[src/hdl/pdc_pkg.sv]
// Package for the PD drive-distance controller.
// Holds shared constants, config register indexes and a helper type.
// No dependencies.
package pdc_pkg;

    localparam int unsigned FRAC_BITS_DEF = 16;
    localparam logic [31:0] DIST_SCALE_Q32 = 32'd88668533;

    localparam logic [2:0] REG_TARGET  = 3'd0;
    localparam logic [2:0] REG_MAXSPD  = 3'd1;
    localparam logic [2:0] REG_TIMEOUT = 3'd2;
    localparam logic [2:0] REG_HDGTGT  = 3'd3;
    localparam logic [2:0] REG_GAINP   = 3'd4;
    localparam logic [2:0] REG_GAIND   = 3'd5;
    localparam logic [2:0] REG_GAINH   = 3'd6;

    localparam logic [1:0] FIN_RUN     = 2'd0;
    localparam logic [1:0] FIN_SETTLED = 2'd1;
    localparam logic [1:0] FIN_TIMEOUT = 2'd2;

    typedef struct packed {
        logic        start;
        logic [63:0] a;
        logic [63:0] b;
        logic [5:0]  sh;
    } t_mul_req;

endpackage

[src/hdl/pdc_mul.sv]
// Shared signed multiplier: 64x64 magnitude product by 32x32 partial products,
// one per cycle, then round-half-away shift and saturation at 2^62.
// Depends on pdc_pkg.
module pdc_mul
    import pdc_pkg::*;
(
    input  logic               i_clk,
    input  logic               i_rst_n,
    input  t_mul_req           i_req,
    output logic               o_done,
    output logic signed [63:0] o_res
);

    localparam logic [63:0] MAG_LIMIT = 64'h4000_0000_0000_0000;

    logic [63:0]  r_ua, r_ub;
    logic         r_neg;
    logic [5:0]   r_sh;
    logic [2:0]   r_step;
    logic         r_busy;
    logic [127:0] r_acc;
    logic         r_done;
    logic signed [63:0] r_res;

    logic [31:0]  w_x, w_y;
    logic [63:0]  w_pp;
    logic [127:0] w_ppsh;
    logic [127:0] w_rnd;
    logic [127:0] w_sft;
    logic [63:0]  w_mag;

    always_comb begin
        unique case (r_step[1:0])
            2'd0: begin w_x = r_ua[31:0];  w_y = r_ub[31:0];  end
            2'd1: begin w_x = r_ua[31:0];  w_y = r_ub[63:32]; end
            2'd2: begin w_x = r_ua[63:32]; w_y = r_ub[31:0];  end
            default: begin w_x = r_ua[63:32]; w_y = r_ub[63:32]; end
        endcase
        w_pp = {32'd0, w_x} * {32'd0, w_y};
        unique case (r_step[1:0])
            2'd0: w_ppsh = {64'd0, w_pp};
            2'd1, 2'd2: w_ppsh = {32'd0, w_pp, 32'd0};
            default: w_ppsh = {w_pp, 64'd0};
        endcase
        w_rnd = (r_sh == 6'd0) ? 128'd0 : (128'd1 << (r_sh - 6'd1));
        w_sft = (r_acc + w_rnd) >> r_sh;
        w_mag = (w_sft[127:64] != 64'd0 || w_sft[63:0] > MAG_LIMIT) ? MAG_LIMIT
                : w_sft[63:0];
    end

    always_ff @(posedge i_clk) begin
        if (!i_rst_n) begin
            r_busy <= 1'b0;
            r_done <= 1'b0;
            r_step <= 3'd0;
        end else begin
            r_done <= 1'b0;
            if (i_req.start) begin
                r_ua   <= i_req.a[63] ? 64'd0 - i_req.a : i_req.a;
                r_ub   <= i_req.b[63] ? 64'd0 - i_req.b : i_req.b;
                r_neg  <= i_req.a[63] ^ i_req.b[63];
                r_sh   <= i_req.sh;
                r_acc  <= 128'd0;
                r_step <= 3'd0;
                r_busy <= 1'b1;
            end else if (r_busy) begin
                if (r_step == 3'd4) begin
                    r_res  <= r_neg ? 64'sd0 - $signed(w_mag) : $signed(w_mag);
                    r_done <= 1'b1;
                    r_busy <= 1'b0;
                end else begin
                    r_acc  <= r_acc + w_ppsh;
                    r_step <= r_step + 3'd1;
                end
            end
        end
    end

    assign o_done = r_done;
    assign o_res  = r_res;

    ap_done_idle: assert property (@(posedge i_clk) disable iff (!i_rst_n)
        r_done |-> !r_busy) else $error("done while busy");
    ap_step_bound: assert property (@(posedge i_clk) disable iff (!i_rst_n)
        r_step <= 3'd4) else $error("step overrun");
    ap_done_pulse: assert property (@(posedge i_clk) disable iff (!i_rst_n)
        r_done |=> !r_done) else $error("done held");

endmodule

[config.mk]
export PLATFORM = sky130hd
export DESIGN_NAME = pdc_mul
export DESIGN_NICKNAME = d
export VERILOG_FILES = /design/src/hdl/pdc_pkg.sv /design/src/hdl/pdc_mul.sv
export SDC_FILE = /design/constraint.sdc
export NUM_CORES = 2
export LEC_CHECK = 0
export ABC_AREA = 1
export ABC_CLOCK_PERIOD_IN_PS = 22000
export BUFFER_PORTS_ARGS = -buffer_cell sky130_fd_sc_hd__buf_2
export CORE_UTILIZATION = 48
export CTS_CLUSTER_DIAMETER = 30
export CTS_CLUSTER_SIZE = 16
export DETAILED_ROUTE_END_ITERATION = 16
export PLACE_DENSITY = 0.74
export SLEW_MARGIN = 25
export SYNTH_ARGS = -nofsm -noshare
export SYNTH_HDL_FRONTEND = slang
export SYNTH_SLANG_ARGS = --single-unit
[constraint.sdc]
create_clock -name i_clk -period 22 [get_ports i_clk]
set_input_delay 2.2 -clock i_clk [delete_from_list [all_inputs] [get_ports i_clk]]
set_output_delay 2.2 -clock i_clk [all_outputs]
set_load 0.02 [all_outputs]
==> Implementation_results.wiki <==
{| class="wikitable"
! Metric !! Value
|-
| Max-Cap Viols || 0
|-
| Number of storage elements in the synthesis netlist || around 330
|-
| Ys Warns || 0
|-
| PortBufs || 201
|-
| Detailed placement HPWL || 298 mm
|-
| # H-tree levels || 3
|-
| Top area cells in the synthesized netlist || fa_1, nand2_1, edfxtp_1
|-
| Post-synthesis share of cell area spent on and, or, nand and nor gates || a little under a third
|-
| Placement-stage worst setup slack || between 8 and 9 ns
|-
| XOR/XNOR Fraction of Synth Area || 3.01%
|-
| CP required || about 22 ns
|-
| Number of cells on the worst reg-to-reg path || 54
|-
| Via density per instance || 5.95
|-
| Global-route total usage across every layer || a little over two fifths
|-
| Starting DRC count in detailed routing || ~12000
|-
| Post-synth EDFFs || 327
|-
| Uppermost layer routed || met5
|-
| Pin count of the biggest net entering global routing || 132
|-
| Fraction of the mapped netlist area in compound gates || 9.05%
|-
| Worst flop-to-flop path startpoint || r_step[0]$_SDFFE_PN0P_
|-
| Critical path's slowest cell || a21boi_0
|-
| Setup total negative slack || 0 ns
|-
| Cell type with the highest aggregate area in the netlist || fa_1
|-
| Met1 wire length || between 150 and 200 mm
|-
| Area of the mapped netlist || 76800 sq um
|-
| Area Overhead vs Synth || 8.33%
|-
| Quantity of hold-fixing buffers added after cts || 0
|-
| Worst clock skew on the final layout || 0.0645 ns
|-
| Prevailing post-synth register cell || edfxtp_1
|-
| Worst setup slack for register-to-register paths || 7.50 ns
|-
| Critical Path Max Stage Delay || 0.67 ns
|-
| Post-detailed-route count of antenna-violating nets || 0
|-
| Unique masters post-synth || 64
|-
| Clock-pin slew reported for the worst setup and hold paths after clock tree synthesis || 0.05 ns
|-
| Top post-synthesis cells by count || nand2_1, inv_1, nor2_1, nand3_1, fa_1
|-
| Fraction of final layout cells sized beyond drive strength 1 || 5.98%
|-
| Max Freq || 69.0 MHz
|-
| Routed wire length on met2 || 135 mm
|-
| Average detailed-routed wire length per instance || 25.9 um
|-
| Final GP Congestion || 1.08
|-
| CP Capture Point || r_acc[127]$_SDFFCE_PP0P_
|-
| Run status || complete, no violations
|-
| Slew at the pin closest to its max-slew limit || 1.32 ns
|-
| Post-detailed-routing wire length || 356 mm
|-
| Sequential area share after synthesis || 12.9%
|-
| Post-CTS setup buffer count || 0
|-
| Number of failing setup endpoints in the final timing report || 0
|-
| Path category of the worst min-delay check || register to register
|-
| Die extent in x || 402 um
|-
| Cell type with the highest occurrence count on the critical path || a21oi_1
|-
| Met3 WL || around 55 mm
|-
| Fraction of registers with async set/reset || 0%
|-
| Vias post-DR || 81700
|-
| Start-to-end type of the worst setup path || register to register
|-
| Count of cells resized by post-cts repair || 0
|-
| Area share of the largest cell type after synthesis || 23.4%
|-
| Count of mapped cells out of synthesis || 11500
|-
| Leftover overflow at the end of global routing || 0
|-
| Number of slew-limit violations in the final report || 0
|-
| Number of nets in the synthesized netlist || 13000
|-
| Worst path setup slack after routing || between 7 and 8 ns
|-
| Row count || 146
|-
| TritonCTS sink count || roughly 330
|-
| Floorplan Core Area || 159000 sq um
|-
| Post-route clock period utilization || 65.9%
|-
| Final critical path time including I/O delays and setup || ~14 ns
|-
| Io pins || between 200 and 250
|-
| Cell at the root of the clock tree || clkbuf_16
|-
| Clock latency on the worst-skew pair || 0.76 ns
|-
| Setup crit end kind || register
|-
| Hold Fails Final Rpt || 0
|-
| Startpoint type of the worst setup path || register
|-
| Number of antenna violations at the first check in global routing || 29
|-
| Maximum fanout count along the critical path || 64
|-
| Drc violations || 0
|-
| Reg2reg end || r_acc[127]$_SDFFCE_PP0P_
|-
| Unrepaired setup endpoints after global routing || false
|-
| Worst slew margin relative to its limit || between 10% and 20%
|-
| Buffers from clock root to sink, at most || 3
|-
| Die Footprint || 162000 sq um
|-
| Wire length of the first global-routing pass || 518 mm
|-
| Worst setup path start || r_step[0]$_SDFFE_PN0P_
|-
| Mapped Avg Cell Area || 6.68 sq um
|-
| Total clock buffers created by CTS || 95
|-
| Starting density of the core || 48.5%
|-
| Portion of netlist area occupied by mux cells || less than 1%
|-
| Data arrival time of the worst path || between 10 and 15 ns
|-
| Clock tree from TritonCTS || yes
|-
| Dominant combinational cell family by area after synthesis || simple AND/OR/NAND/NOR gates
|-
| Final layout net count || 13100
|-
| Number of iterations in the first detailed-routing pass || 9
|-
| Library cell with the highest instance count after synthesis || nand2_1
|-
| Chip Height || 402 um
|-
| Post-synthesis adder-cell area fraction || a little under a third
|-
| Vias in the first global route || 78500
|}
[flip-flops by register name (all words and copies together) (netlist names)]
signal  flops
r_ub       64
r_busy      1
r_sh        6
o_done      1
r_neg       1
r_ua       64
r_step      3
r_acc     128
o_res      64
[metal layers]
metal / vias to the layer above / track usage (%)
met4: 32 / 14.4
met3: 799 / 17.2
li1: 36200 / -
met2: 5256 / 58.3
met5: - / 0
met1: 39400 / 63.3
[final cells by class]
type / instances / area [sq um]
sequential: 332 / 9920
tap: 2072 / 2590
inverter: 2142 / 8050
antenna: 6 / 15.0
clock buffer: 106 / 2420
multi-input combinational: 8638 / 57400
fill: 16100 / 75300
clock inverter: 71 / 701
timing repair buffer: 355 / 2170
[kinds of logic after synthesis]
kind of cell / Yosys count
other: 1
buffers and inverters: 2527
DFF: 332
AOI/OAI and AO/OA: 1220
muxes: 8
adders and majority gates: 1359
and+or+nand+nor: 5786
xor gates and xnor gates: 264
[through the flow]
stage	area, sq um	hold slack (ns)	std cells	util, %
3_3_place_gp	80000	0.498	13500	50.5
4_1_cts	83200	0.531	13700	52.5
2_1_floorplan	76800	0.466	11500	-
6_report	83200	0.551	13700	52.5
3_5_place_dp	80100	0.520	13500	50.5
5_1_grt	83200	0.545	13700	52.5
[cell usage in the layout, fill, tap and decap left out, types with 15 or more instances in the layout]
cell type	count
nor3_1	98
nand3_2	22
o31ai_1	23
o41ai_1	27
clkbuf_16	95
nand3b_1	24
nor3_2	15
nor4_1	27
o21ai_0	294
a31oi_1	103
clkinv_2	26
nor2_1	1439
inv_1	2094
xor2_1	142
nand3_1	1111
nand4_1	78
o22ai_1	63
o211ai_1	26
buf_4	153
inv_2	25
buf_2	201
o21a_1	64
o21ai_1	73
fa_1	898
xnor2_1	115
ha_1	461
a21oi_1	457
nand2_2	41
edfxtp_1	327
nand2_1	2847
clkinv_1	29
a21o_1	19
nor2_2	36
[critical path: cells and delay by family, from the launching register on]
kind | cells | cell delay [ns]
AOI/OAI and AO/OA | 23 | 6.14
adders and majority gates | 11 | 4.55
buffers and inverters | 9 | 1.85
and+or+nand+nor | 9 | 0.79
xor gates and xnor gates | 2 | 0.49
DFF | 1 | 0.39
[how the worst min path moves through the flow]
stage | slack, ns | start | end | depth (start not counted)
after floorplan | 0.47 | r_busy$_SDFF_PN0_ | o_done$_SDFF_PP0_ | 1
after detailed placement | 0.52 | r_step[2]$_SDFFE_PN0P_ | r_step[2]$_SDFFE_PN0P_ | 2
after global placement | 0.50 | r_step[0]$_SDFFE_PN0P_ | r_step[0]$_SDFFE_PN0P_ | 2
after global routing | 0.55 | r_step[2]$_SDFFE_PN0P_ | r_step[2]$_SDFFE_PN0P_ | 2
final | 0.55 | r_step[2]$_SDFFE_PN0P_ | r_step[2]$_SDFFE_PN0P_ | 2
after CTS | 0.53 | r_step[2]$_SDFFE_PN0P_ | r_step[2]$_SDFFE_PN0P_ | 2
Power is not shown: default switching activity piles up to over one toggle a cycle in this logic, so the estimate is an artifact.
