**config.mk**
```make
export PLATFORM = sky130hd
export DESIGN_NAME = pdc_div
export DESIGN_NICKNAME = d
export VERILOG_FILES = /design/src/hdl/pdc_pkg.sv /design/src/hdl/pdc_div.sv
export SDC_FILE = /design/constraint.sdc
export NUM_CORES = 1
export LEC_CHECK = 0
export BUFFER_PORTS_ARGS = -buffer_cell sky130_fd_sc_hd__buf_2
export CORE_ASPECT_RATIO = 1.1
export CORE_UTILIZATION = 55
export DETAILED_ROUTE_END_ITERATION = 10
export PLACE_DENSITY = 0.81
export SLEW_MARGIN = 20
export SYNTH_ARGS = -nofsm -noshare
export SYNTH_HDL_FRONTEND = slang
export SYNTH_SLANG_ARGS = --single-unit
export TNS_END_PERCENT = 20
```
**constraint.sdc**
```tcl
create_clock -name i_clk -period 4.8 [get_ports i_clk]
set_input_delay 0.72 -clock i_clk [delete_from_list [all_inputs] [get_ports i_clk]]
set_output_delay 0.72 -clock i_clk [all_outputs]
set_load 0.02 [all_outputs]
```
**src/hdl/pdc_pkg.sv**
```systemverilog
// Package for the PD drive-distance controller.
// Holds shared constants, config register indexes and a helper type.
// No dependencies.
package pdc_pkg;

    localparam int unsigned FRAC_BITS_DEF = 16;
    localparam logic [31:0] DIST_SCALE_Q32 = 32'd88668533;

    localparam logic [2:0] REG_TARGET  = 3'd0;
    localparam logic [2:0] REG_MAXSPD  = 3'd1;
    localparam logic [2:0] REG_TIMEOUT = 3'd2;
    localparam logic [2:0] REG_HDGTGT  = 3'd3;
    localparam logic [2:0] REG_GAINP   = 3'd4;
    localparam logic [2:0] REG_GAIND   = 3'd5;
    localparam logic [2:0] REG_GAINH   = 3'd6;

    localparam logic [1:0] FIN_RUN     = 2'd0;
    localparam logic [1:0] FIN_SETTLED = 2'd1;
    localparam logic [1:0] FIN_TIMEOUT = 2'd2;

    typedef struct packed {
        logic        start;
        logic [63:0] a;
        logic [63:0] b;
        logic [5:0]  sh;
    } t_mul_req;

endpackage

```
**src/hdl/pdc_div.sv**
```systemverilog
// Restoring divider: unsigned 64 / 32, one quotient bit per cycle.
// Depends on pdc_pkg.
module pdc_div
    import pdc_pkg::*;
(
    input  logic        i_clk,
    input  logic        i_rst_n,
    input  logic        i_start,
    input  logic [63:0] i_num,
    input  logic [31:0] i_den,
    output logic        o_done,
    output logic [63:0] o_quo
);

    logic [63:0] r_quo;
    logic [32:0] r_rem;
    logic [6:0]  r_cnt;
    logic        r_busy, r_done;
    logic [31:0] r_den;
    logic [32:0] w_sh;

    assign w_sh = {r_rem[31:0], r_quo[63]};

    always_ff @(posedge i_clk) begin
        if (!i_rst_n) begin
            r_busy <= 1'b0;
            r_done <= 1'b0;
            r_cnt  <= 7'd0;
        end else begin
            r_done <= 1'b0;
            if (i_start) begin
                r_quo  <= i_num;
                r_rem  <= 33'd0;
                r_den  <= i_den;
                r_cnt  <= 7'd0;
                r_busy <= 1'b1;
            end else if (r_busy) begin
                if (w_sh >= {1'b0, r_den}) begin
                    r_rem <= w_sh - {1'b0, r_den};
                    r_quo <= {r_quo[62:0], 1'b1};
                end else begin
                    r_rem <= w_sh;
                    r_quo <= {r_quo[62:0], 1'b0};
                end
                r_cnt <= r_cnt + 7'd1;
                if (r_cnt == 7'd63) begin
                    r_busy <= 1'b0;
                    r_done <= 1'b1;
                end
            end
        end
    end

    assign o_done = r_done;
    assign o_quo  = r_quo;

    ap_rem_small: assert property (@(posedge i_clk) disable iff (!i_rst_n)
        (r_busy && r_cnt != 7'd0) |-> (r_rem < {1'b0, r_den}))
        else $error("remainder out of range");
    ap_done_pulse: assert property (@(posedge i_clk) disable iff (!i_rst_n)
        r_done |=> !r_done) else $error("done held");
    ap_cnt_bound: assert property (@(posedge i_clk) disable iff (!i_rst_n)
        !r_busy |-> !$rose(r_done) || $past(r_cnt) == 7'd63)
        else $error("early done");

endmodule
```
==> reports/summary.log, run 1 <==
INFO  synthesis      yosys-top-cells-area=sky130_fd_sc_hd__edfxtp_1, sky130_fd_sc_hd__mux2_2, sky130_fd_sc_hd__ha_1
INFO  synthesis      synth.lib_cells_used.distinct=50
INFO  floorplan      floorplan.initialDensity=0.574
INFO  clock_tree     clock_sink_count=137
INFO  worst_setup_path data_arrival_at_the_endpoint_of_the_critical_path=3.75ns
INFO  worst_setup_path worst_path_max_delay_cell=sky130_fd_sc_hd__a21o_1
INFO  routing        detail_route.first_pass.iterations=8
INFO  floorplan      std_cell_rows=43
INFO  timing         timing.final.crit_share=0.751
INFO  synthesis      count_of_flip_flops_with_a_built_in_enable_after_synthesis=128
INFO  worst_setup_path path_class=reg -> reg
INFO  timing         rsz0062_at_grt=no
INFO  grt            grt_max_degree=79
INFO  pwr            worst_ir_drop_vdd=0.253mV
INFO  routing        first_iter_violations=305
INFO  placement      gp_routability_congestion=0.905
INFO  grt            grt_antenna_before_repair=0
INFO  job            maxCapViolCount=0
INFO  synthesis      synth.net_count=743
INFO  finish         area_delta_synth_final=21.1%
INFO  synthesis      most_common_cell_in_the_synthesized_netlist=sky130_fd_sc_hd__edfxtp_1
INFO  timing         finalMaxSlewViolations=0
INFO  routing        avgRoutedWirePerCell=17.6µm
INFO  placement      dpl_hpwl=11.7mm
INFO  finish         final_cells=939
INFO  status         run_status=finished with violations
INFO  clock_tree     tritoncts=yes
INFO  timing         tightestPinTransition=1.07ns
INFO  floorplan      placeableCoreArea=12800µm²
INFO  floorplan      fp.dieArea=13800µm²
INFO  clock_tree     cts_buffers=17
INFO  clock_tree     cts_root_buf=sky130_fd_sc_hd__clkbuf_16
INFO  routing        viasPerCell=5.70
INFO  clock_tree     htreeDepth=4
INFO  finish         nNetsFinal=902
INFO  routing        routed-via-count=5348
INFO  grt            grt_overflow=0
INFO  finish         drive_above_1_share=0.339
INFO  synthesis      dominantRegCellSynth=sky130_fd_sc_hd__edfxtp_1
INFO  pwr            power.density_cell_area=406nW/µm²
INFO  grt            gr-usage-met1=0.290
INFO  worst_setup_path worstPathRequired=4.95ns
INFO  timing         finalWorstPathRequiredPeriod=3.60ns
INFO  clock_tree     cts_repair_resize_count=0
INFO  clock_tree     holdBufCountCts=0
INFO  synthesis      synth-async-reset-ratio=0
INFO  grt            global_route_wire_length_before_repair=26.3mm
INFO  placement      dp_slack=1.21ns
INFO  routing        count_of_nets_left_with_antenna_violations_after_detail_routing=0
INFO  synthesis      synth_top_cell_by_area=sky130_fd_sc_hd__edfxtp_1
INFO  clock_tree     cts.repair_timing.setup_buffer_count=0
INFO  timing         slew-limit-headroom=0.287
INFO  grt            grtUsageMet2=0.424
INFO  placement      placement.io_buffers=163
INFO  floorplan      die_width=112µm
INFO  synthesis      post_synth_instance_area=7360µm²
INFO  min_path       hold_path.class=in -> reg
INFO  worst_setup_path cpPeakStageDelay=0.78ns
INFO  clock_tree     clockBufferDepth=2
INFO  grt            top_usage_layer=met2
INFO  pwr            p_leak=3.79nW
INFO  timing         timing.clock.skew=0.0114ns
INFO  routing        drt_wl_total=16.5mm
INFO  finish         total_inserted_antenna_cells=0
INFO  status         violations=design-rule violations
INFO  synthesis      yosysWarnings=0
INFO  synthesis      syn_inst=610
INFO  worst_setup_path critical_path.max_fanout=25
INFO  worst_setup_path timing.critical_path.to_type=flop
INFO  worst_setup_path cpMostUsedCell=sky130_fd_sc_hd__o31a_1
INFO  synthesis      syn_avg_cell_area=12.1µm²
INFO  synthesis      synth-seq-area-share=0.547
INFO  clock_tree     clkTransAtPathRegs=0.06ns
INFO  timing         timing.final.hold_violations=0
INFO  synthesis      ys_ff_latch=137
INFO  placement      cell_area_after_placement=8280µm²
INFO  worst_setup_path crit_path_start_kind=flop
INFO  grt            grt.met3_usage=0.0882
INFO  finish         fillCellCount=911
INFO  grt            number_of_global_route_vias_before_repair=5452
INFO  worst_setup_path rrSetupSlack=1.20ns
INFO  worst_setup_path path_cells=ha_1 > o21a_1 > o31a_1 > o31a_1 > o21ai_2 > a211o_1 > a31oi_2 > a21o_1 > buf_12 > mux2i_1 > nor2_1
INFO  floorplan      die_h=123µm
INFO  synthesis      synth_common_cells=sky130_fd_sc_hd__edfxtp_1, sky130_fd_sc_hd__mux2_2, sky130_fd_sc_hd__nor2_1
INFO  timing         setup-violations-final=0
INFO  routing        drc_errors=2
INFO  synthesis      synth_top_area_frac=0.523
INFO  grt            groute.usage.overall=0.247
INFO  finish         postLayoutCellArea=8900µm²
INFO  timing         achievable-frequency=278MHz
INFO  timing         setup_tns=0ns
INFO  floorplan      ioPinCount=164
INFO  placement      post-place-cells=907
INFO  timing         post-route-worst-setup-slack=1.20ns
INFO  clock_tree     insertion_delay_to_the_later_sink_of_the_worst_skew_pair=0.42ns
where the power goes:
group	internal [mW]	total [mW]	switching (mW)	leakage [nW]
registers	1.43	1.47	0.0438	1.30
clock network	0.885	1.38	0.495	0.302
logic	0.328	0.768	0.440	2.19
layout make-up:
class                      count  area, µm²  share of cell area
clock inverter                11        173              0.0194
inverter                      43        161              0.0181
tap                          157        196              0.0221
timing repair buffer         167        861              0.0967
clock buffer                  21        450              0.0506
sequential                   137       4020               0.452
multi-input combinational    403       3040               0.341
flip-flops by register name (all words and copies together), names as in the netlist:
name,count
o_quo,64
r_den,32
r_rem,32
r_cnt,7
o_done,1
r_busy,1
placed cells by master (no fill, tap or decap), drive strengths merged, types with 21 or more instances in the layout:
cell    instances
buf           167
edfxtp        128
mux2           65
nor2           60
inv            44
a21oi          35
ha             33
o21ai          27
nand2          22
mux2i          22
clkbuf         21
worst paths after layout:
path,start,end,cells after the start
max reg2reg,r_rem[2]$_SDFFCE_PP0P_,r_rem[22]$_SDFFCE_PP0P_,11
max,r_rem[2]$_SDFFCE_PP0P_,r_rem[22]$_SDFFCE_PP0P_,11
min,i_den[29],r_den[29]$_DFFE_PP_,1
min reg2reg,r_cnt[5]$_SDFFE_PP0P_,r_cnt[5]$_SDFFE_PP0P_,2
worst max-delay path: cells and delay by family (launching register included):
kind	cells	cell delay, ns
buffers and inverters	1	0.27
adder cells (fa/ha/maj)	1	0.39
AND/OR/NAND/NOR	1	0.05
AO/OA/AOI/OAI	7	1.97
flip-flops	1	0.41
multiplexers	1	0.23
through the flow:
step	power [mW]	hold slack, ns	util
after floorplan	2.06	0.458	-
after global placement	2.22	0.468	0.647
after detailed placement	2.25	0.501	0.647
after CTS	3.64	0.459	0.695
after global routing	3.77	0.462	0.695
final	3.62	0.473	0.695
cell families after synthesis:
group,count (synthesis),synth area share
buffers and inverters,70,0.0408
flip-flops,137,0.547
AND/OR/NAND/NOR,128,0.0806
XOR/XNOR,30,0.0357
multiplexers,87,0.129
adder cells (fa/ha/maj),34,0.0589
AO/OA/AOI/OAI,124,0.108
metal layers:
| metal | wire length, µm | share of wire |
|---|---|---|
| met1 | 6720 | 0.41 |
| met2 | 8220 | 0.50 |
| met3 | 1340 | 0.081 |
| met4 | 244 | 0.015 |
| met5 | 0 | 0 |
No activity file was read; power rests on OpenSTA's default activity.
==> run 2, diff against run 1 <==
Clock period 4.8 ns to 3.5 ns, I/O delays scaled along.
==> run 2 against run 1 <==
Against the previous run: the flow still finishes with violations (design-rule violations); worst hold slack lost 0.19 ns; combinational power grew 37%; clock skew shrank 0.0036 ns; sequential share of layout area up 0.45 points; fmax rose by 13%; worst setup slack worse by 0.89 ns; register-to-register slack lost 0.89 ns; utilization shrank 0.68 points; non-clock buffer count rose by 3; sequential power grew 37%; first-iteration DRC count fell by 6.2%; via count shrank 1.1%; critical path type unchanged; critical endpoint is now r_rem[20]$_SDFFCE_PP0P_; largest cell class unchanged; largest power group unchanged.
==> reports/summary.log, run 2 (synthesis gave the netlist of run 1 again) <==
INFO  finish         nNetsFinal=905
INFO  clock_tree     holdBufCountCts=0
INFO  routing        drc_errors=2
INFO  timing         achievable-frequency=313MHz
INFO  timing         tightestPinTransition=0.602ns
INFO  worst_setup_path critical_path.reg2reg.endpoint=r_rem[20]$_SDFFCE_PP0P_
INFO  grt            number_of_global_route_vias_before_repair=5403
INFO  timing         timing.final.hold_violations=0
INFO  min_path       startpoint_of_the_tightest_hold_check_path=i_den[15]
INFO  pwr            worst_ir_drop_vdd=0.408mV
INFO  worst_setup_path timing.critical_path.to_type=flop
INFO  grt            grt_antenna_before_repair=0
INFO  worst_setup_path timing.critical_path.buf_inv=1
INFO  floorplan      placeableCoreArea=12800µm²
INFO  status         violations=design-rule violations
INFO  grt            grt_overflow=0
INFO  placement      gp_routability_congestion=0.891
INFO  placement      dpl_hpwl=12.1mm
INFO  floorplan      die_h=123µm
INFO  routing        detail_route.first_pass.iterations=8
INFO  clock_tree     cts.repair_timing.setup_buffer_count=0
INFO  clock_tree     clock_sink_count=137
INFO  routing        count_of_nets_left_with_antenna_violations_after_detail_routing=0
INFO  worst_setup_path cpPeakStageDelay=0.55ns
INFO  floorplan      fp.dieArea=13800µm²
INFO  worst_setup_path cp_top_family=compound AO/OA/AOI/OAI gates
INFO  placement      dp_slack=0.400ns
INFO  timing         timing.clock.skew=0.00782ns
INFO  finish         final_common_cell=sky130_fd_sc_hd__buf_2
INFO  routing        avgRoutedWirePerCell=17.5µm
INFO  min_path       hold-path-endpoint=r_den[15]$_DFFE_PP_
INFO  floorplan      ioPinCount=164
INFO  timing         slew-limit-headroom=0.597
INFO  clock_tree     cts_repair_resize_count=0
INFO  worst_setup_path worstRegToRegCells=12
INFO  pwr            power.density_cell_area=526nW/µm²
INFO  grt            global_route_wire_length_before_repair=26.6mm
INFO  status         run_status=finished with violations
INFO  timing         setup-violations-final=0
INFO  finish         area_delta_synth_final=19.9%
INFO  pwr            p_leak=3.73nW
INFO  timing         rsz0062_at_grt=no
INFO  timing         finalWorstPathRequiredPeriod=3.19ns
INFO  routing        viasPerCell=5.62
INFO  min_path       holdPathStages=1
INFO  clock_tree     clkTransAtPathRegs=0.06ns
INFO  worst_setup_path path_class=reg -> reg
INFO  finish         mostFrequentLayoutCells=sky130_fd_sc_hd__buf_2, sky130_fd_sc_hd__edfxtp_1, sky130_fd_sc_hd__mux2_2
INFO  floorplan      die_width=112µm
INFO  grt            groute.usage.overall=0.251
INFO  worst_setup_path path_cells=inv_1 > ha_1 > fa_1 > nor2b_1 > o31a_1 > o31ai_1 > a41oi_1 > a31oi_1 > o21bai_1 > xor2_1 > mux2i_1 > nor2_1
INFO  timing         finalMaxSlewViolations=0
INFO  min_path       hold_path.class=in -> reg
INFO  routing        routed-via-count=5290
INFO  worst_setup_path rr_startpoint=o_quo[63]$_DFFE_PP_
INFO  grt            grt_max_degree=47
INFO  finish         fillCellCount=925
INFO  worst_setup_path data_arrival_at_the_endpoint_of_the_critical_path=3.34ns
INFO  finish         max_ffs_per_register=64
INFO  timing         timing.final.crit_share=0.912
INFO  routing        drt_wl_total=16.5mm
INFO  floorplan      floorplan.initialDensity=0.574
INFO  worst_setup_path critical_path.max_fanout=5
INFO  routing        first_iter_violations=286
INFO  timing         setup_tns=0ns
INFO  job            maxCapViolCount=0
INFO  clock_tree     tritoncts=yes
INFO  clock_tree     htreeDepth=4
INFO  timing         post-route-worst-setup-slack=0.309ns
INFO  clock_tree     cts_buffers=17
INFO  finish         total_inserted_antenna_cells=0
INFO  worst_setup_path worstPathRequired=3.65ns
INFO  worst_setup_path worst_path_max_delay_cell=sky130_fd_sc_hd__a31oi_1
INFO  clock_tree     clockBufferDepth=2
INFO  worst_setup_path crit_path_start_kind=flop
INFO  finish         drive_above_1_share=0.338
INFO  worst_setup_path rrSetupSlack=0.31ns
INFO  floorplan      std_cell_rows=43
INFO  placement      placement.io_buffers=163
INFO  clock_tree     cts_root_buf=sky130_fd_sc_hd__clkbuf_16
INFO  clock_tree     insertion_delay_to_the_later_sink_of_the_worst_skew_pair=0.42ns
run 2: changes by cell type in the layout (fill, tap and decap cells not counted):
cell / change
sky130_fd_sc_hd__clkinv_4: -1
sky130_fd_sc_hd__clkbuf_8: -1
sky130_fd_sc_hd__clkinv_2: -1
sky130_fd_sc_hd__bufinv_16: -4
sky130_fd_sc_hd__clkinvlp_4: +4
sky130_fd_sc_hd__clkinv_1: +3
sky130_fd_sc_hd__buf_4: +3
sky130_fd_sc_hd__clkbuf_1: -1
run 2: worst max path at each step:
stage	start	endpoint	slack (ns)	cells past startpoint
2_1_floorplan	i_start	o_quo[0]$_DFFE_PP_	0.07	2
3_3_place_gp	o_quo[63]$_DFFE_PP_	r_rem[20]$_SDFFCE_PP0P_	0.41	12
3_5_place_dp	o_quo[63]$_DFFE_PP_	r_rem[20]$_SDFFCE_PP0P_	0.40	12
4_1_cts	o_quo[63]$_DFFE_PP_	r_rem[20]$_SDFFCE_PP0P_	0.37	12
5_1_grt	o_quo[63]$_DFFE_PP_	r_rem[20]$_SDFFCE_PP0P_	0.08	12
6_report	o_quo[63]$_DFFE_PP_	r_rem[20]$_SDFFCE_PP0P_	0.31	12
run 2: area by class of cell:
| cell class | count | area [µm²] | area share |
|---|---|---|---|
| clock buffer | 19 | 433 | 0.0491 |
| tap | 157 | 196 | 0.0223 |
| inverter | 43 | 161 | 0.0183 |
| clock inverter | 12 | 80.1 | 0.00908 |
| sequential | 137 | 4020 | 0.456 |
| timing repair buffer | 170 | 883 | 0.100 |
| multi-input combinational | 403 | 3040 | 0.345 |
run 2: power by group:
part           total (mW)  switching [mW]  internal [mW]
Combinational        1.05           0.602          0.450
Sequential           2.02          0.0615           1.96
Clock                1.57           0.679          0.894
run 2: metrics by stage:
stage / hold WS, ns / cells / total power [mW] / area (µm²) / util
5_1_grt: 0.264 / 941 / 4.85 / 8820 / 0.689
2_1_floorplan: 0.458 / 610 / 2.83 / 7360 / -
6_report: 0.281 / 941 / 4.64 / 8820 / 0.689
3_5_place_dp: 0.491 / 910 / 3.09 / 8300 / 0.649
3_3_place_gp: 0.467 / 910 / 3.05 / 8300 / 0.649
4_1_cts: 0.261 / 941 / 4.67 / 8820 / 0.689
run 2: per-layer routing:
layer	routed length, µm	GRT usage	part of all wire	vias up
li1	-	-	-	2585
met1	6820	0.298	0.41	2521
met2	8200	0.429	0.50	165
met3	1260	0.0912	0.077	19
met4	215	0.0758	0.013	0
met5	0	0	0	-
==> run 3, diff against run 2 <==
--- a/config.mk
+++ b/config.mk
@@ -10,4 +10,5 @@
 export CORE_UTILIZATION = 55
 export DETAILED_ROUTE_END_ITERATION = 10
+export GPL_TIMING_DRIVEN = 0
 export PLACE_DENSITY = 0.81
 export SLEW_MARGIN = 20
==> constraint.sdc (replaced) <==
create_clock -name i_clk -period 3.5 [get_ports i_clk]
set_input_delay 0.525 -clock i_clk [delete_from_list [all_inputs] [get_ports i_clk]]
set_output_delay 0.525 -clock i_clk [all_outputs]
set_load 0.01 [all_outputs]
==> run 3 against run 2 <==
Against the previous run: the run still ends with design-rule violations left; critical path type unchanged; clock-buffer cell count unchanged; non-clock buffer count rose by 20; fmax rose by 1.7%.
==> reports/summary.log, run 3 (synthesis gave the netlist of run 1 again) <==
INFO  floorplan      ioPinCount=164
INFO  clock_tree     cts_repair_resize_count=0
INFO  floorplan      floorplan.initialDensity=0.574
INFO  finish         total_inserted_antenna_cells=0
INFO  placement      gp_routability_congestion=0.900
INFO  finish         finalCoreUtilization=0.696
INFO  pwr            worst_ir_drop_vdd=0.372mV
INFO  floorplan      std_cell_rows=43
INFO  worst_setup_path crit_path_start_kind=flop
INFO  clock_tree     cts_root_buf=sky130_fd_sc_hd__clkbuf_16
INFO  finish         max_ffs_per_register=64
INFO  routing        avgRoutedWirePerCell=17.6µm
INFO  worst_setup_path timing.critical_path.to_type=flop
INFO  status         run_status=finished with violations
INFO  timing         timing.final.hold_violations=0
INFO  finish         drive_above_1_share=0.334
INFO  clock_tree     cts_buffers=17
INFO  routing        drc_errors=2
INFO  finish         fillCellCount=902
INFO  grt            number_of_global_route_vias_before_repair=5649
INFO  worst_setup_path timing.critical_path.buf_inv=1
INFO  grt            grt_antenna_before_repair=0
INFO  floorplan      die_h=123µm
INFO  clock_tree     cts.repair_timing.setup_buffer_count=0
INFO  clock_tree     clkTransAtPathRegs=0.06ns
INFO  worst_setup_path worstPathRequired=3.65ns
INFO  timing         tightestPinTransition=0.715ns
INFO  worst_setup_path critical_path.max_fanout=5
INFO  routing        routed-via-count=5437
INFO  finish         mostFrequentLayoutCells=sky130_fd_sc_hd__buf_2, sky130_fd_sc_hd__edfxtp_1, sky130_fd_sc_hd__mux2_2
INFO  floorplan      fp.dieArea=13800µm²
INFO  job            maxCapViolCount=0
INFO  worst_setup_path cpPeakStageDelay=0.53ns
INFO  routing        drt_wl_total=16.9mm
INFO  finish         area_delta_synth_final=21.1%
INFO  routing        detail_route.first_pass.iterations=8
INFO  timing         achievable-frequency=319MHz
INFO  routing        viasPerCell=5.65
INFO  worst_setup_path cp_top_family=compound AO/OA/AOI/OAI gates
INFO  pwr            p_leak=3.77nW
INFO  worst_setup_path path_class=reg -> reg
INFO  routing        first_iter_violations=374
INFO  timing         timing.clock.skew=0.0161ns
INFO  placement      placement.io_buffers=162
INFO  timing         setup-violations-final=0
INFO  grt            global_route_wire_length_before_repair=27.2mm
INFO  clock_tree     insertion_delay_to_the_later_sink_of_the_worst_skew_pair=0.43ns
INFO  timing         finalWorstPathRequiredPeriod=3.14ns
INFO  finish         nNetsFinal=925
INFO  routing        count_of_nets_left_with_antenna_violations_after_detail_routing=0
INFO  finish         final_common_cell=sky130_fd_sc_hd__buf_2
INFO  worst_setup_path path_cells=inv_1 > ha_1 > fa_1 > nor2b_1 > o31a_1 > o31ai_1 > a41oi_1 > a31oi_1 > o21bai_1 > xor2_1 > mux2i_1 > nor2_1
INFO  clock_tree     holdBufCountCts=0
INFO  grt            grt_overflow=0
INFO  floorplan      die_width=112µm
INFO  pwr            power.density_cell_area=520nW/µm²
INFO  floorplan      placeableCoreArea=12800µm²
INFO  clock_tree     tritoncts=yes
INFO  clock_tree     htreeDepth=4
INFO  status         violations=design-rule violations
INFO  worst_setup_path worst_path_max_delay_cell=sky130_fd_sc_hd__a31oi_1
INFO  placement      dp_slack=0.441ns
INFO  timing         post-route-worst-setup-slack=0.361ns
INFO  timing         slew-limit-headroom=0.522
INFO  worst_setup_path data_arrival_at_the_endpoint_of_the_critical_path=3.29ns
INFO  min_path       hold_path.class=in -> reg
INFO  timing         rsz0062_at_grt=no
INFO  placement      dpl_hpwl=12.3mm
INFO  grt            grt_max_degree=54
INFO  timing         finalMaxSlewViolations=0
INFO  grt            groute.usage.overall=0.258
INFO  timing         timing.final.crit_share=0.897
INFO  clock_tree     clockBufferDepth=2
INFO  clock_tree     clock_sink_count=137
[run 3: layout make-up]
| class | count | area [µm²] | share of cell area |
|---|---|---|---|
| Inverter | 43 | 161 | 0.0181 |
| Tap cell | 157 | 196 | 0.0220 |
| Sequential cell | 137 | 4020 | 0.452 |
| Buffer | 27 | 139 | 0.0156 |
| Clock buffer | 19 | 433 | 0.0486 |
| Multi-Input combinational cell | 403 | 3040 | 0.341 |
| Clock inverter | 13 | 80.1 | 0.00899 |
| Timing Repair Buffer | 163 | 838 | 0.0941 |
[run 3: worst paths after layout]
| kind | startpoint | endpoint | slack (ns) | depth (start not counted) |
|---|---|---|---|---|
| setup reg to reg | o_quo[63]$_DFFE_PP_ | r_rem[20]$_SDFFCE_PP0P_ | 0.36 | 12 |
| hold / removal | i_den[25] | r_den[25]$_DFFE_PP_ | 0.27 | 1 |
| setup / recovery | o_quo[63]$_DFFE_PP_ | r_rem[20]$_SDFFCE_PP0P_ | 0.36 | 12 |
| hold reg to reg | r_cnt[6]$_SDFFE_PP0P_ | r_cnt[6]$_SDFFE_PP0P_ | 0.50 | 2 |
[run 3: routing by layer]
metal	track usage	share of wire	routed length, µm
met4	0.0967	0.020	331
met1	0.296	0.39	6620
met2	0.448	0.50	8480
met3	0.0873	0.087	1470
met5	0	0	0
[run 3: through the flow]
| stage | power, mW | cell area [µm²] | TNS, ns | cells | hold slack, ns |
|---|---|---|---|---|---|
| 2_1_floorplan | 2.79 | 7360 | 0 | 610 | 0.458 |
| 3_5_place_dp | 3.08 | 8400 | 0 | 930 | 0.490 |
| 3_3_place_gp | 3.04 | 8360 | -99.66 | 929 | 0.467 |
| 6_report | 4.64 | 8910 | 0 | 962 | 0.272 |
| 5_1_grt | 4.85 | 8910 | 0 | 962 | 0.259 |
| 4_1_cts | 4.65 | 8910 | 0 | 962 | 0.259 |
[run 3: where the power goes]
part | leakage, nW | total [mW] | switching, mW | internal [mW]
Clock | 0.236 | 1.58 | 0.685 | 0.894
Combinational | 2.24 | 1.04 | 0.581 | 0.461
Sequential | 1.30 | 2.02 | 0.0602 | 1.96
Total | 3.77 | 4.64 | 1.33 | 3.31
